<file path="src/rtl/bba_pkg.sv">
// Shared types and constants of the bitmap block allocator.
package bba_pkg;

   // Data path widths.
   localparam int ADDR_W       = 32;
   localparam int DIV_W        = 33;
   localparam int HEADER_BYTES = 4;

   // The used map is stored as words of this many block bits.
   localparam int WORD_BITS  = 8;
   localparam int WORD_SEL_W = 3;

   // Default geometry of the managed region.
   localparam int NUM_BLOCKS_DEFAULT  = 4096;
   localparam int BLOCK_BYTES_DEFAULT = 1024;

   // Request action codes.
   localparam logic ACT_ALLOC = 1'b0;
   localparam logic ACT_FREE  = 1'b1;

   // Response status codes.
   typedef enum logic [2:0] {
      STAT_OK      = 3'd0,
      STAT_ZERO    = 3'd1,
      STAT_NOSPACE = 3'd2,
      STAT_NULL    = 3'd3,
      STAT_RANGE   = 3'd4
   } status_type;

   // Sequencer states.
   typedef enum logic [3:0] {
      S_CLEAR,
      S_IDLE,
      S_DIV,
      S_SCAN,
      S_MUL,
      S_ADDR,
      S_LEN,
      S_FREE,
      S_RMW_RD,
      S_RMW_WR,
      S_RESP
   } state_type;

endpackage

</file>
<file path="src/rtl/bba_div.sv">
// Division by a power-of-two block size: a shift and a mask, registered.
module bba_div #(
   parameter int DIV_W   = bba_pkg::DIV_W,
   parameter int DIVISOR = bba_pkg::BLOCK_BYTES_DEFAULT
) (
   input  logic             clock,
   input  logic             reset,
   input  logic             start,
   input  logic [DIV_W-1:0] dividend,
   output logic             done,
   output logic [DIV_W-1:0] quotient,
   output logic [$clog2(DIVISOR+1)-1:0] remainder
);

   localparam int DVS_W = $clog2(DIVISOR + 1);
   localparam int SHIFT = $clog2(DIVISOR);

   logic [DIV_W-1:0] quo_ff, quo_in;
   logic [DVS_W-1:0] rem_ff, rem_in;
   logic             done_ff, done_in;

   // The block size is a power of two, so the quotient is a shift and the
   // remainder the low bits; both are ready the cycle after start.
   always_comb begin
      quo_in  = quo_ff;
      rem_in  = rem_ff;
      done_in = start;
      if (start) begin
         quo_in = dividend >> SHIFT;
         rem_in = DVS_W'(dividend & DIV_W'(DIVISOR - 1));
      end
   end

   // Only the done flag is reset; the data registers are loaded at start.
   always_ff @(posedge clock) begin
      if (reset) begin
         done_ff <= 1'b0;
      end else begin
         done_ff <= done_in;
      end
      quo_ff <= quo_in;
      rem_ff <= rem_in;
   end

   assign done      = done_ff;
   assign quotient  = quo_ff;
   assign remainder = rem_ff;

endmodule

</file>
<file path="config.mk">
export PLATFORM = sky130hd
export DESIGN_NAME = bba_div
export DESIGN_NICKNAME = d
export VERILOG_FILES = /design/src/rtl/bba_pkg.sv /design/src/rtl/bba_div.sv
export SDC_FILE = /design/constraint.sdc
export NUM_CORES = 1
export LEC_CHECK = 0
export BUFFER_PORTS_ARGS = -buffer_cell sky130_fd_sc_hd__clkbuf_2
export CORE_ASPECT_RATIO = 0.6
export CORE_UTILIZATION = 39
export DETAILED_ROUTE_END_ITERATION = 16
export HOLD_SLACK_MARGIN = 0.03
export MAX_ROUTING_LAYER = met4
export PLACE_DENSITY = 0.8
export SLEW_MARGIN = 40
export SYNTH_ARGS = -nofsm -noshare
export SYNTH_HDL_FRONTEND = slang
export SYNTH_SLANG_ARGS = --single-unit
</file>
<file path="constraint.sdc">
create_clock -name clock -period 0.8 [get_ports clock]
set_input_delay 0.16 -clock clock [delete_from_list [all_inputs] [get_ports clock]]
set_output_delay 0.16 -clock clock [all_outputs]
set_load 0.02 [all_outputs]
</file>
======== Word level (Yosys, flattened, before mapping) ========
Cells that the tools add are included.
word-level totals
  logic and storage cells ................. 3
  register bits ........................... 34

======== Depth between registers and ports, before layout ========
  depth in word-level cells ............... 0
  gate-level depth with buffers ........... 1

======== Worst setup path before layout ========
OpenSTA, ideal clock, no wires.
  path kind ............................... flip-flop to output port
  start ................................... reg quo_ff[0] (netlist: quotient[0])
  end ..................................... out quotient[0]
  arrival time ............................ 0.449 ns
  stages on the path, launching flop included .. 1
  required time ........................... 0.640 ns
  setup slack ............................. 0.191 ns
  cell sequence ........................... edfxtp_1
RTL lines
  element                 RTL line       source
  start, declared         bba_div.sv:18  logic [DIV_W-1:0] quo_ff, quo_in;
  start signal, assigned  bba_div.sv:41  quo_ff <= quo_in;
  end, declared           bba_div.sv:11  output logic [DIV_W-1:0] quotient,
No word-level cell between the ends.

======== Final worst setup path ========
  start ................................... reg quo_ff[14] (netlist: quotient[14])
  end ..................................... out quotient[14]
No word-level cell between the ends.

==> flow_summary.toml <==
[run_status]
outcome = "complete, but fails checks"
violations = "negative setup slack"

[flow_run]
cap_viol_max_count = 0

[floorplan]
die_area_um2 = 3070
io_pins = 81
fp.dieW_um = 70.9
start_util = 0.429
core_area_um2 = 2590
rows = 14
die_h_um = 43.3

[synth]
seq_area_frac_synth = 0.910
synth.distinct_cells = 5
synth.area.top_cells = "edfxtp_1 89%, buf_4 7.4%, dfxtp_1 1.8%, nor2b_4 1.2%, conb_1 0.34%"
synth_ff_type = "edfxtp_1"
syn_area_um2 = 1110
synth-edff-count = 33
synth_commonest_cells = "33 x edfxtp_1, 11 x buf_4, 1 x conb_1, 1 x dfxtp_1, 1 x nor2b_4"
synth_area_leader_cell = "edfxtp_1"
ys_ff_latch = 34
synth_cells = 47
synth.most_common_cell = "edfxtp_1"
yosys_warnings = 0
synthDominantCellAreaShare = 0.892
syn_avg_cell_area_um2 = 23.6
async_flop_share = 0

[clocking]
cts_buffers = 5
clockRootBuffer = "clkbuf_8"
cts.sinks = 34
cts_setup_buffers = 0
clockBufferDepth = 2
cts_tree = "yes"
clkTransAtPathRegs_ns = 0.07
htreeDepth = 2

[route]
drt_iter0_drc = 32
ant_nets = 0
viasPerCell = 4.37
wl_per_cell_um = 12.8
vias = 691
dr.pass1.iters = 10
routed_wl_um = 2020
drc = 0

[min_path]
min_path_cells = 1
hp-class = "input pin to flop"

[final_layout]
drive_gt1_frac = 0.635
finalNetCount = 161
fillers = 187
diodes = 0
area_growth_pct = 55.6
fin_cells = 158

[setup_path]
cp_max_fo = 1
crit_path_start_kind = "flop"
cp_top_family = "flip-flops"
crit_buf_inv = 1
cpPeakStageDelay_ns = 0.40
critPathKind = "flop to output port"
crit_cells = 1
crit_path_cell_trace = "buf_6"
slowest_stage = "edfxtp_1"
cp.required_ns = 0.64
cp-end-kind = "output port"
arrival_ns = 0.84

[pwr]
comb_power_share = 0.151
power_leakage_nw = 0.766
cellPowerDensity_nw_per_um2 = 2280
seqPwrFrac = 0.547
swShare = 0.246
vdd_ir_drop_max_mv = 1.09
p_int_mw = 2.98
clockPowerShare = 0.301
power.total_mw = 3.95
p_sw_mw = 0.970

[grt]
grt_usage = 0.135
grt_max_degree = 18
grt-ovfl-total = 0
antenna_found_initial = 0
first_global_vias = 606
grt_pass1_wl_um = 2760

[timing]
setup_viol = 34
setup_slack_ns = -0.196
timing.fmax_mhz = 1000
hold_viol = 0
fin_crit_sh = 1.25
period_needed_ns = 0.996
rsz0062_at_grt = "yes"
maxSlewViolCount = 0

[place]
portBuffers = 69
place_inst = 149
gp_congestion = 0.670
dp_hpwl_um = 1460
area by class of cell:
| cell class | instances | area [um^2] | area share |
|---|---|---|---|
| clock buffers | 5 | 68.8 | 0.0398 |
| clock inverters | 3 | 16.3 | 0.00941 |
| multi-input cells | 12 | 55.1 | 0.0318 |
| flip-flops and latches | 34 | 1010 | 0.585 |
| well taps | 32 | 40.0 | 0.0232 |
| repair buffers | 72 | 537 | 0.310 |
final timing paths:
| kind | from | end | slack [ns] |
|---|---|---|---|
| setup / recovery | quotient[14] | quotient[14] | -0.20 |
| hold / removal | dividend[17] | quotient[7] | 0.05 |
cells in the final DEF, fill, tap and decap left out:
cell type      synthesis  final
buf_2                  0     12
dlygate4sd3_1          0      1
nor2b_4                1      1
clkbuf_2               0     35
clkinvlp_4             0      1
clkinv_2               0      1
clkbuf_8               0      5
buf_8                  0      1
dfxtp_2                0      1
conb_1                 1     11
clkinv_1               0      1
buf_12                 0      2
buf_6                  0     21
edfxtp_1              33     33
flip-flops by register name (all words and copies together) (netlist names):
signal / flops
quotient: 23
remainder: 10
done: 1
through the flow:
stage                     hold slack [ns]   util  setup TNS (ns)  setup WS [ns]  instance area (um^2)
after floorplan                     0.224      -               0          0.191                  1150
after global placement              0.337  0.575               0         0.0130                  1490
after detailed placement            0.339  0.575               0        0.00470                  1490
after CTS                          0.0381  0.612           -5.96         -0.201                  1590
after global routing               0.0329  0.667           -6.69         -0.224                  1730
final                              0.0515  0.667           -5.54         -0.196                  1730
per-layer routing:
layer  GRT usage  up-vias  part of all wire
li1            -      309                 -
met1       0.140      324              0.38
met2       0.198       52              0.47
met3      0.0791        6              0.13
met4      0.0840        0             0.019
met5           -        -                 0
logic make-up after synthesis:
group,count (synthesis),share of synthesized area
other,1,0.00338
AND/OR/NAND/NOR,1,0.0124
flip-flops,34,0.910
buffers and inverters,11,0.0743
timing repair:
| item | CTS | global route |
|---|---|---|
| resized for setup | 3 | 76 |
| gates cloned | 0 | 0 |
| endpoints found under the hold margin | 0 | 1 |
| endpoints found under the setup margin | 34 | 34 |
| pin swaps | 0 | 0 |
| hold buffers | 0 | 1 |
power by group through the flow:
stage | clock network (mW) | registers (mW) | logic (mW)
6_report | 1.19 | 2.16 | 0.598
5_1_grt | 1.29 | 2.17 | 0.628
2_1_floorplan | 0 | 2.37 | 0.0904
4_1_cts | 1.23 | 2.14 | 0.497
3_5_place_dp | 0 | 2.18 | 0.493
3_3_place_gp | 0 | 2.18 | 0.487
(Power assumes the default switching activity.)
