===== src/rtl/bba_pkg.sv =====
// Shared types and constants of the bitmap block allocator.
package bba_pkg;

   // Data path widths.
   localparam int ADDR_W       = 32;
   localparam int DIV_W        = 33;
   localparam int HEADER_BYTES = 4;

   // The used map is stored as words of this many block bits.
   localparam int WORD_BITS  = 8;
   localparam int WORD_SEL_W = 3;

   // Default geometry of the managed region.
   localparam int NUM_BLOCKS_DEFAULT  = 4096;
   localparam int BLOCK_BYTES_DEFAULT = 1024;

   // Request action codes.
   localparam logic ACT_ALLOC = 1'b0;
   localparam logic ACT_FREE  = 1'b1;

   // Response status codes.
   typedef enum logic [2:0] {
      STAT_OK      = 3'd0,
      STAT_ZERO    = 3'd1,
      STAT_NOSPACE = 3'd2,
      STAT_NULL    = 3'd3,
      STAT_RANGE   = 3'd4
   } status_type;

   // Sequencer states.
   typedef enum logic [3:0] {
      S_CLEAR,
      S_IDLE,
      S_DIV,
      S_SCAN,
      S_MUL,
      S_ADDR,
      S_LEN,
      S_FREE,
      S_RMW_RD,
      S_RMW_WR,
      S_RESP
   } state_type;

endpackage


===== src/rtl/bba_scan.sv =====
// Free-run counter over one map word, scanned from its top bit downward.
module bba_scan #(
   parameter int CNT_W = 13
) (
   input  logic [bba_pkg::WORD_BITS-1:0]  word_used,
   input  logic [CNT_W-1:0]               cnt_in,
   input  logic [CNT_W-1:0]               need,
   output logic                           found,
   output logic [bba_pkg::WORD_SEL_W-1:0] hit_bit,
   output logic [CNT_W-1:0]               cnt_out
);

   logic [CNT_W-1:0] cnt;

   // A used bit restarts the run; the first bit that completes the run wins.
   always_comb begin
      cnt     = cnt_in;
      found   = 1'b0;
      hit_bit = '0;
      for (int j = bba_pkg::WORD_BITS - 1; j >= 0; j--) begin
         if (!found) begin
            if (word_used[j]) begin
               cnt = '0;
            end else begin
               cnt = cnt + CNT_W'(1);
               if (cnt == need) begin
                  found   = 1'b1;
                  hit_bit = bba_pkg::WORD_SEL_W'(j);
               end
            end
         end
      end
      cnt_out = cnt;
   end

endmodule


===== config.mk =====
export PLATFORM = sky130hd
export DESIGN_NAME = bba_scan
export DESIGN_NICKNAME = d
export VERILOG_FILES = /design/src/rtl/bba_pkg.sv /design/src/rtl/bba_scan.sv
export SDC_FILE = /design/constraint.sdc
export NUM_CORES = 1
export LEC_CHECK = 0
export BUFFER_PORTS_ARGS = -buffer_cell sky130_fd_sc_hd__buf_2
export CORE_AREA = 2 2 124 126
export DETAILED_ROUTE_END_ITERATION = 10
export DIE_AREA = 0 0 126 128
export PLACE_DENSITY_LB_ADDON = 0.1
export SYNTH_ARGS = -nofsm -noshare
export SYNTH_HDL_FRONTEND = slang
export SYNTH_SLANG_ARGS = --single-unit

===== constraint.sdc =====
create_clock -name vclk -period 16.89
set_input_delay 0 -clock vclk [all_inputs]
set_output_delay 0 -clock vclk [all_outputs]
set_load 0.01 [all_outputs]

* Word-level counts from Yosys, hierarchy flattened
Cells that the tools add are included. Widths: inputs -> output; s select.
Operators by class: add/sub/neg operators 8, equal/unequal tests 8, multiplexer cells 61
Operators by type and width (number):
- $mux 13 | 15
- $add 13x1->13 const B | 8
- $eq 13x13->1 | 8
- $mux 3 | 23
- $mux 1 | 23
Word-level totals: register bits after elaboration 0, input bits 34, output and inout port bits 17, logic and storage cells 77

* Depth between registers and ports, before layout
Gate-level depths: netlist (run 1).
depth after elaboration 25, gate-level depth with buffers 55, mapped depth without buffers 44

* Least setup slack after synthesis (run 1)
OpenSTA, ideal clock, no wires.
path type input to output, start input port cnt_in[0], end output port cnt_out[3], arrival time 11.239 ns, required time 16.890 ns, path slack 5.651 ns, cell stages on the path 51, path buffers 12, cell sequence ha_1 > buf_6 > nand2_1 > nor4_4 > xnor2_1 > o2111a_1 > nand3_2 > buf_4 > o21ai_0 > ha_1 > clkbuf_1 > nand4_1 > or3_1 > mux2_2 > a21oi_1 > a32oi_1 > mux2_2 > o211a_1 > [... 15 more ...] > or3_1 > buf_2 > buf_8 > nand2_1 > clkbuf_1 > o21ai_0 > ha_1 > clkbuf_1 > inv_1 > nor2_1 > nand4_1 > xnor2_1 > or3_1 > a2111o_1 > nand2_2 > buf_2 > mux2_2 > o31ai_1
On the way: longest elaborated chain between the ends 23, elaborated cells on any way between the ends 50, classes of those cells add/sub (8); eq/ne (7); mux (35)
Ends and longest elaborated chain:
- from (decl) | RTL line bba_scan.sv:6 | input logic [CNT_W-1:0] cnt_in,
- $add 13x1->13 (*) | RTL line bba_scan.sv:25 | cnt = cnt + CNT_W'(1);
- $mux 13 or $eq 13x13->1 (tied branches) | RTL line bba_scan.sv:22, bba_scan.sv:26
- $add 13x1->13 or $mux 1 (tied branches) | RTL line bba_scan.sv:25, bba_scan.sv:26
- $mux 13 (tied with other cells) | RTL line bba_scan.sv:22 | if (word_used[j]) begin
- $mux 13 or $mux 1 (tied branches) | RTL line bba_scan.sv:21, bba_scan.sv:26
- $add 13x1->13 or $mux 1 (tied branches) | RTL line bba_scan.sv:25, bba_scan.sv:22
- $mux 13 (tied with other cells) | RTL line bba_scan.sv:22
- $mux 13 or $mux 1 (tied branches) | RTL line bba_scan.sv:21, bba_scan.sv:26
- [... 7 more ...]
- $mux 13 (tied with other cells) | RTL line bba_scan.sv:22
- $mux 13 or $mux 1 (tied branches) | RTL line bba_scan.sv:21, bba_scan.sv:26
- $add 13x1->13 or $mux 1 (tied branches) | RTL line bba_scan.sv:25, bba_scan.sv:22
- $mux 13 (tied with other cells) | RTL line bba_scan.sv:22
- $mux 13 or $mux 1 (tied branches) | RTL line bba_scan.sv:21, bba_scan.sv:26
- $add 13x1->13 or $mux 1 (tied branches) | RTL line bba_scan.sv:25, bba_scan.sv:22
- $mux 13 or $mux 1 (tied branches) | RTL line bba_scan.sv:22, bba_scan.sv:21
- $mux 13 (*) | RTL line bba_scan.sv:21 | if (!found) begin
- to (decl) | RTL line bba_scan.sv:10 | output logic [CNT_W-1:0] cnt_out
Mark *: on every way between the ends. The rest lies on a longest branch, timed or not.

* Final worst setup path (run 1)
start input port cnt_in[0], end output port cnt_out[2]
Same word-level chain as after synthesis.

==> results.md, run 1 <==
- Comb pwr share: 100.0%
- 1st-iter DRT viols: 1625
- FFs & Latches: 0
- Detailed-route via count: 11624
- Global route total overflow: 0
- Number of max-slew violations in the final report: 0
- Syn Area/Cell: 6.93 um2
- DP Worst Slack: 3.88 ns
- Routed Antenna Nets: 0
- Storage element area: 0 um2
- Synth top area cells: xnor2_1 (8.1%), nor2_1 (4.5%), nand2_1 (4.1%)
- Top routing layer used: met4
- Final wirelength: 36500 um
- Chip height: 128 um
- Gate Count Post-Synth: 1359
- Crit path required time: 16.89 ns
- Max-Cap Viols: 0
- Total track usage: 43.0%
- RSZ-0062 raised after global routing: no
- # clk buffers: 0
- Fin Setup TNS: 0 ns
- Layout Nets: 1366
- Slowest stage delay, CP: 0.54 ns
- # port buffers: 51
- Starting Density: 63.3%
- Fmax achieved: 74.5 MHz
- Worst Path Max Fanout: 22
- Ports: 51
- Synth Net Count: 1401
- Met1 WL: 14600 um
- Post-Layout Cell Count: 1510
- P_leak: 0.00312 uW
- Max IR drop VDD: 0.0186 mV
- Post-synthesis sequential area ratio: 0%
- Row Count: 45
- Average wire per standard cell: 24.2 um
- Final period util: 79.5%
- Crit Path Class: in -> out
- Relative slew slack: 30.6%
- N_diodes: 0
- Final HPWL DP: 27300 um
- Yosys cell types: 121
- Pin count of the biggest net entering global routing: 35
- First-pass GRT wire length: 56700 um
- Count of final setup violators: 0
- Clk network pwr share: 0%
- GP Congestion: 0.994
- Sequential power share: 0%
- Setup ws final: 3.46 ns
- CP startpoint kind: primary input
- Cell repeated most along the worst path: ha_1
- # hold bufs at CTS: 0
- Top-count cell post-synth: nor2_1
- Full die area: 16100 um2
- Core Footprint: 14900 um2
- Vias/cell: 7.70
- Post-synth top area cell: xnor2_1
- Crit end category: output pin
- Yosys warnings: 0
- Fillers: 1452
- Final Hold Vio Count: 0
- Vias in the first global route: 10117
- TritonRoute pass-1 iters: 8
- P per Cell Area: 17.0 nW/um2
- Share of cells above drive strength 1: 12.9%
- Cells after DPL: 1510
- WL met3: 3950 um
- Min-delay worst type: in -> out
- Worst path arrival time: 13.43 ns
- Slowest cell on crit path: or3_1
- WL met2: 15500 um
- Drc violations: 0
- Initial antenna violation count: 0
- Multi-input logic area: 8660 um2
- Resize count post-CTS: 0
- Min Tclk post-route: 13.43 ns
- Post-CTS setup buffer count: 0
- Int Power: 53.6 uW
- Top-area cell type share of the netlist area: 8.10%
- Post-synthesis cell area: 9410 um2
- Slew @ Worst Pin: 1.03 ns
- Top post-synthesis cells by count: nor2_1 (114), nand2_1 (102), xnor2_1 (87)
- Sw Share: 66.3%
- Net switching power: 105 uW
- Syn-to-layout area delta: -0.665%
- Status: complete, no violations
- Chip Width: 126 um
==> final cells by class <==
cell class	count	share of cell area (%)
Timing Repair Buffer	63	3.69
Multi-Input combinational cell	1231	92.7
Tap cell	188	2.52
Inverter	28	1.12
==> stage by stage <==
stage / area, um2 / util, % / hold WS, ns / power [uW]
floorplan: 9410 / - / 0.269 / 117
detailed placement: 9350 / 62.9 / 0.587 / 152
finish: 9350 / 62.9 / 0.601 / 159
CTS: 9350 / 62.9 / 0.587 / 153
global route: 9350 / 62.9 / 0.652 / 169
global placement: 9350 / 62.9 / 0.577 / 152
==> routing by layer <==
layer,up-vias,global-route usage [%]
met4,0,22.8
li1,5278,-
met1,5360,58.8
met3,166,5.01
met5,-,0
met2,820,66.1
==> path summary, 6_finish.rpt <==
check / to / cells past startpoint / startpoint / slack [ns]
setup / recovery: cnt_out[2] / 41 / cnt_in[0] / 3.46
hold / removal: cnt_out[12] / 3 / word_used[0] / 0.60
==> critical path, delay by kind of cell <==
family | cells | cell delay, ns
AO/OA/AOI/OAI | 11 | 3.32
XOR/XNOR | 2 | 0.45
buffers and inverters | 4 | 0.66
AND/OR/NAND/NOR | 15 | 5.86
multiplexers | 5 | 1.37
adder cells (fa/ha/maj) | 4 | 1.73
==> power by group through the flow <==
stage,registers (uW),logic [uW],clock network [uW]
finish,0,159,0
global route,0,169,0
CTS,0,153,0
detailed placement,0,152,0
global placement,0,152,0
floorplan,0,117,0
==> kinds of logic (layout without fill, tap and decap cells) <==
family,after synthesis,after routing,share of synthesized area [%]
compound gates,420,420,33.8
mux,49,49,5.54
buf+inv,128,91,8.00
fa+ha+maj,8,8,1.06
xor+xnor,133,133,13.7
simple gates,621,621,37.9
==> layout by cell type, fill, tap and decap left out, types with 12 or more instances in the layout <==
cell	instances
nand3_1	54
o211ai_1	23
buf_2	51
a31oi_1	24
xnor2_1	87
mux2_2	18
nand2_1	102
nand4_1	37
o21ai_0	50
or4_1	12
and3_1	24
buf_4	12
or3_1	29
xor2_1	36
nor2_1	112
nor2b_1	17
a211oi_1	17
inv_1	24
o211a_1	12
o22ai_1	17
o31ai_1	15
a21o_1	15
nor3_1	64
and2_1	14
nor4_1	40
a21oi_1	59
mux2i_1	27
and4_1	13
Note: power is estimated with default switching activity, not from simulation.
==> run 2, diff against run 1 <==
--- a/config.mk
+++ b/config.mk
@@ -6,9 +6,9 @@
 export NUM_CORES = 1
 export LEC_CHECK = 0
 export BUFFER_PORTS_ARGS = -buffer_cell sky130_fd_sc_hd__buf_2
-export CORE_AREA = 2 2 124 126
+export CORE_AREA = 2 2 129 131
 export DETAILED_ROUTE_END_ITERATION = 10
-export DIE_AREA = 0 0 126 128
+export DIE_AREA = 0 0 131 133
 export PLACE_DENSITY_LB_ADDON = 0.1
 export SYNTH_ARGS = -nofsm -noshare
 export SYNTH_HDL_FRONTEND = slang
==> constraint.sdc (replaced) <==
create_clock -name vclk -period 12.3
set_input_delay 0 -clock vclk [all_inputs]
set_output_delay 0 -clock vclk [all_outputs]
set_load 0.01 [all_outputs]
==> results.md, run 2 (same netlist as run 1, synthesis figures left out) <==
- Storage element area: 0 um2
- Cells after DPL: 1557
- Comb pwr share: 100.0%
- Max-Cap Viols: 0
- 1st-iter DRT viols: 1539
- Crit path required time: 12.30 ns
- Vias/cell: 7.61
- Min Tclk post-route: 11.69 ns
- Routed Antenna Nets: 0
- Worst Path Max Fanout: 22
- Sw Share: 65.9%
- Hold Path Sink: cnt_out[12]
- Row Count: 47
- Slew @ Worst Pin: 1.00 ns
- Ports: 51
- Fin Setup TNS: 0 ns
- Relative slew slack: 31.6%
- Final HPWL DP: 28100 um
- Post-Layout Cell Count: 1557
- Detailed-route via count: 11841
- Pin count of the biggest net entering global routing: 29
- FFs & Latches: 0
- Average wire per standard cell: 23.9 um
- Full die area: 17400 um2
- Max IR drop VDD: 0.0261 mV
- Final Hold Vio Count: 0
- Chip height: 133 um
- Final period util: 95.1%
- Sequential power share: 0%
- Most frequent cells in the layout: nor2_1 (112), nand2_1 (102), xnor2_1 (87)
- Fmax achieved: 85.5 MHz
- Initial antenna violation count: 0
- Net switching power: 145 uW
- CP startpoint kind: primary input
- Min-delay worst type: in -> out
- Starting Density: 58.2%
- # port buffers: 51
- Commonest non-fill, non-tap cell in the layout: nor2_1
- Total track usage: 40.9%
- Share of cells above drive strength 1: 14.1%
- Crit end category: output pin
- Status: complete, no violations
- Syn-to-layout area delta: 1.16%
- Final wirelength: 37300 um
- First-pass GRT wire length: 56800 um
- Layout Nets: 1381
- Post-layout util: 58.9%
- GP Congestion: 1.04
- N_diodes: 0
- RSZ-0062 raised after global routing: no
- Count of final setup violators: 0
- Global route total overflow: 0
- Crit Path Class: in -> out
- P_leak: 0.00319 uW
- # clk buffers: 0
- Chip Width: 131 um
- Int Power: 75.1 uW
- Core Footprint: 16200 um2
- Vias in the first global route: 10184
- Hold Crit Depth: 3
- Clk network pwr share: 0%
- TritonRoute pass-1 iters: 7
- Slowest stage delay, CP: 0.59 ns
- Drc violations: 0
- Min-delay src: word_used[0]
- P per Cell Area: 23.2 nW/um2
- Worst path arrival time: 11.69 ns
- Number of max-slew violations in the final report: 0
- Slowest cell on crit path: nor4_1
==> run 2: cell types whose count changed in the layout (fill, tap and decap cells not counted), sizes merged <==
cell | previous run | this run
buf | 63 | 78
==> run 2: critical path, delay by kind of cell <==
kind                     cells  cell delay, ns
multiplexers                 3            1.03
adder cells (fa/ha/maj)      3            1.23
AND/OR/NAND/NOR             20            5.61
XOR/XNOR                     1            0.22
AO/OA/AOI/OAI               10            2.44
buffers and inverters        6            1.13
==> run 2: worst max-delay path by stage <==
stage	slack (ns)	to	start	cells after the start
2_1_floorplan	1.06	cnt_out[3]	cnt_in[0]	51
3_3_place_gp	0.94	cnt_out[2]	cnt_in[0]	44
3_5_place_dp	0.51	cnt_out[2]	cnt_in[0]	43
4_1_cts	0.45	cnt_out[2]	cnt_in[0]	43
5_1_grt	0.01	cnt_out[2]	cnt_in[0]	43
6_report	0.61	cnt_out[2]	cnt_in[0]	43
==> run 2: layout make-up <==
cell class         instances  area (um2)
repair buffers            78         458
well taps                220         275
multi-input cells       1231        8680
fillers                 1611        6650
inverters                 28         105
==> run 2: through the flow <==
step                cell area, um2  hold WS [ns]  setup WS, ns  total power [uW]
finish                        9520         0.610         0.609               220
global route                  9520         0.665        0.0145               234
CTS                           9500         0.612         0.453               212
detailed placement            9500         0.605         0.510               211
global placement              9500         0.591         0.936               211
floorplan                     9410         0.269          1.06               160
==> run 2: timing repair <==
action	4_1_cts	5_1_grt
hold buffers	0	0
setup buffers	0	0
endpoints found under the hold margin	0	0
resized for setup	0	6
setup endpoints to repair	0	13
==> run 2: metal layers <==
metal / GRT usage (%) / vias to the layer above / part of all wire, %
met5: 0 / - / 0
met4: 18.6 / 0 / 5.5
met3: 6.51 / 160 / 10
met2: 63.6 / 809 / 45
met1: 55.0 / 5554 / 39
li1: - / 5318 / -
==> run 2: power groups by stage <==
| stage | clock network [uW] | logic, uW | registers, uW |
|---|---|---|---|
| floorplan | 0 | 160 | 0 |
| global placement | 0 | 211 | 0 |
| detailed placement | 0 | 211 | 0 |
| CTS | 0 | 212 | 0 |
| global route | 0 | 234 | 0 |
| finish | 0 | 220 | 0 |
==> run 3, diff against run 2 <==
--- a/config.mk
+++ b/config.mk
@@ -9,7 +9,8 @@
 export CORE_AREA = 2 2 129 131
 export DETAILED_ROUTE_END_ITERATION = 10
 export DIE_AREA = 0 0 131 133
-export PLACE_DENSITY_LB_ADDON = 0.1
+export GPL_ROUTABILITY_DRIVEN = 0
+export PLACE_DENSITY = 0.8
 export SYNTH_ARGS = -nofsm -noshare
 export SYNTH_HDL_FRONTEND = slang
 export SYNTH_SLANG_ARGS = --single-unit
==> results.md, run 3 (same netlist as run 1, synthesis figures left out) <==
- Final HPWL DP: 26700 um
- Fin Setup TNS: 0 ns
- CP Buf/Inv Count: 5
- Starting Density: 58.2%
- Min Tclk post-route: 11.88 ns
- Post-layout instance area: 9520 um2
- Cells after DPL: 1553
- Crit path max-delay family: simple AND/OR/NAND/NOR gates
- Crit Path Class: in -> out
- Storage element area: 0 um2
- # hold bufs at CTS: 0
- Post-Layout Cell Count: 1556
- Vias in the first global route: 10710
- Placed cell area: 9470 um2
- Slowest stage delay, CP: 0.77 ns
- Crit path required time: 12.30 ns
- Core Footprint: 16200 um2
- Full die area: 17400 um2
- Share of cells above drive strength 1: 14.2%
- Min-delay worst type: in -> out
- Cell repeated most along the worst path: ha_1
- Slowest cell on crit path: or4_1
- Chip Width: 131 um
- Fmax achieved: 84.2 MHz
- Worst path arrival time: 11.88 ns
- Routed Antenna Nets: 0
- Average wire per standard cell: 23.1 um
- Number of max-slew violations in the final report: 0
- Crit end category: output pin
- Row Count: 47
- Detailed-route via count: 12074
- Worst Path Max Fanout: 20
- Initial antenna violation count: 0
- Ports: 51
- DP Worst Slack: 0.431 ns
- Total track usage: 39.3%
- Pin count of the biggest net entering global routing: 31
- Chip height: 133 um
- # clk buffers: 0
- Commonest non-fill, non-tap cell in the layout: nor2_1
- FFs & Latches: 0
- # port buffers: 51
- Fillers: 1547
- TritonRoute pass-1 iters: 11
- Vias/cell: 7.76
- Slew @ Worst Pin: 1.02 ns
- Drc violations: 0
- Relative slew slack: 31.2%
- Most frequent cells in the layout: nor2_1 (112), nand2_1 (101), xnor2_1 (86)
- Max-Cap Viols: 0
- Setup ws final: 0.422 ns
- Final Hold Vio Count: 0
- Final period util: 96.6%
- Final wirelength: 35900 um
- 1st-iter DRT viols: 2156
- Layout Nets: 1379
- Status: complete, no violations
- First-pass GRT wire length: 55900 um
- Syn-to-layout area delta: 1.18%
- Count of final setup violators: 0
- Global route total overflow: 0
- CP startpoint kind: primary input
## run 3: changes by cell type in the layout (fill, tap and decap cells not counted), sizes merged
cell,previous run,this run
buf,78,76
diode,0,1
## run 3: area by class of cell
class                      instances  area, um2  area share, %
multi-input combinational       1231       8700           91.3
timing repair buffer              76        443           4.65
tap                              220        275           2.89
inverter                          28        105           1.10
antenna                            1       2.50         0.0263
## run 3: per-layer routing
layer  part of all wire [%]  wire, um  vias to the layer above  track usage (%)
li1                       -         -                     5299                -
met5                      0         0                        -                0
met3                     14      5130                      279             9.54
met4                    7.6      2740                        0             20.6
met2                     42     15100                     1052             59.0
met1                     36     13000                     5444             51.5
## run 3: path summary, 6_finish.rpt
path | start | end | slack (ns) | cells past startpoint
setup / recovery | cnt_in[0] | found | 0.42 | 40
hold / removal | word_used[0] | cnt_out[2] | 0.60 | 3
## run 3: what timing repair did
action / 4_1_cts / 5_1_grt
setup buffers: 0 / 2
gates resized for setup: 0 / 10
setup endpoints to repair: 0 / 15
hold endpoints to repair: 0 / 0
## run 3: metrics by stage
stage,hold WS (ns),utilization [%]
6_report,0.598,58.9
3_3_place_gp,0.578,58.6
5_1_grt,0.647,58.9
3_5_place_dp,0.590,58.6
4_1_cts,0.593,58.6
2_1_floorplan,0.269,-
## run 3: tightest hold or removal path: stages
cell and delay (ns):
buf_2 0.34, o31ai_1 0.12, buf_2 0.14
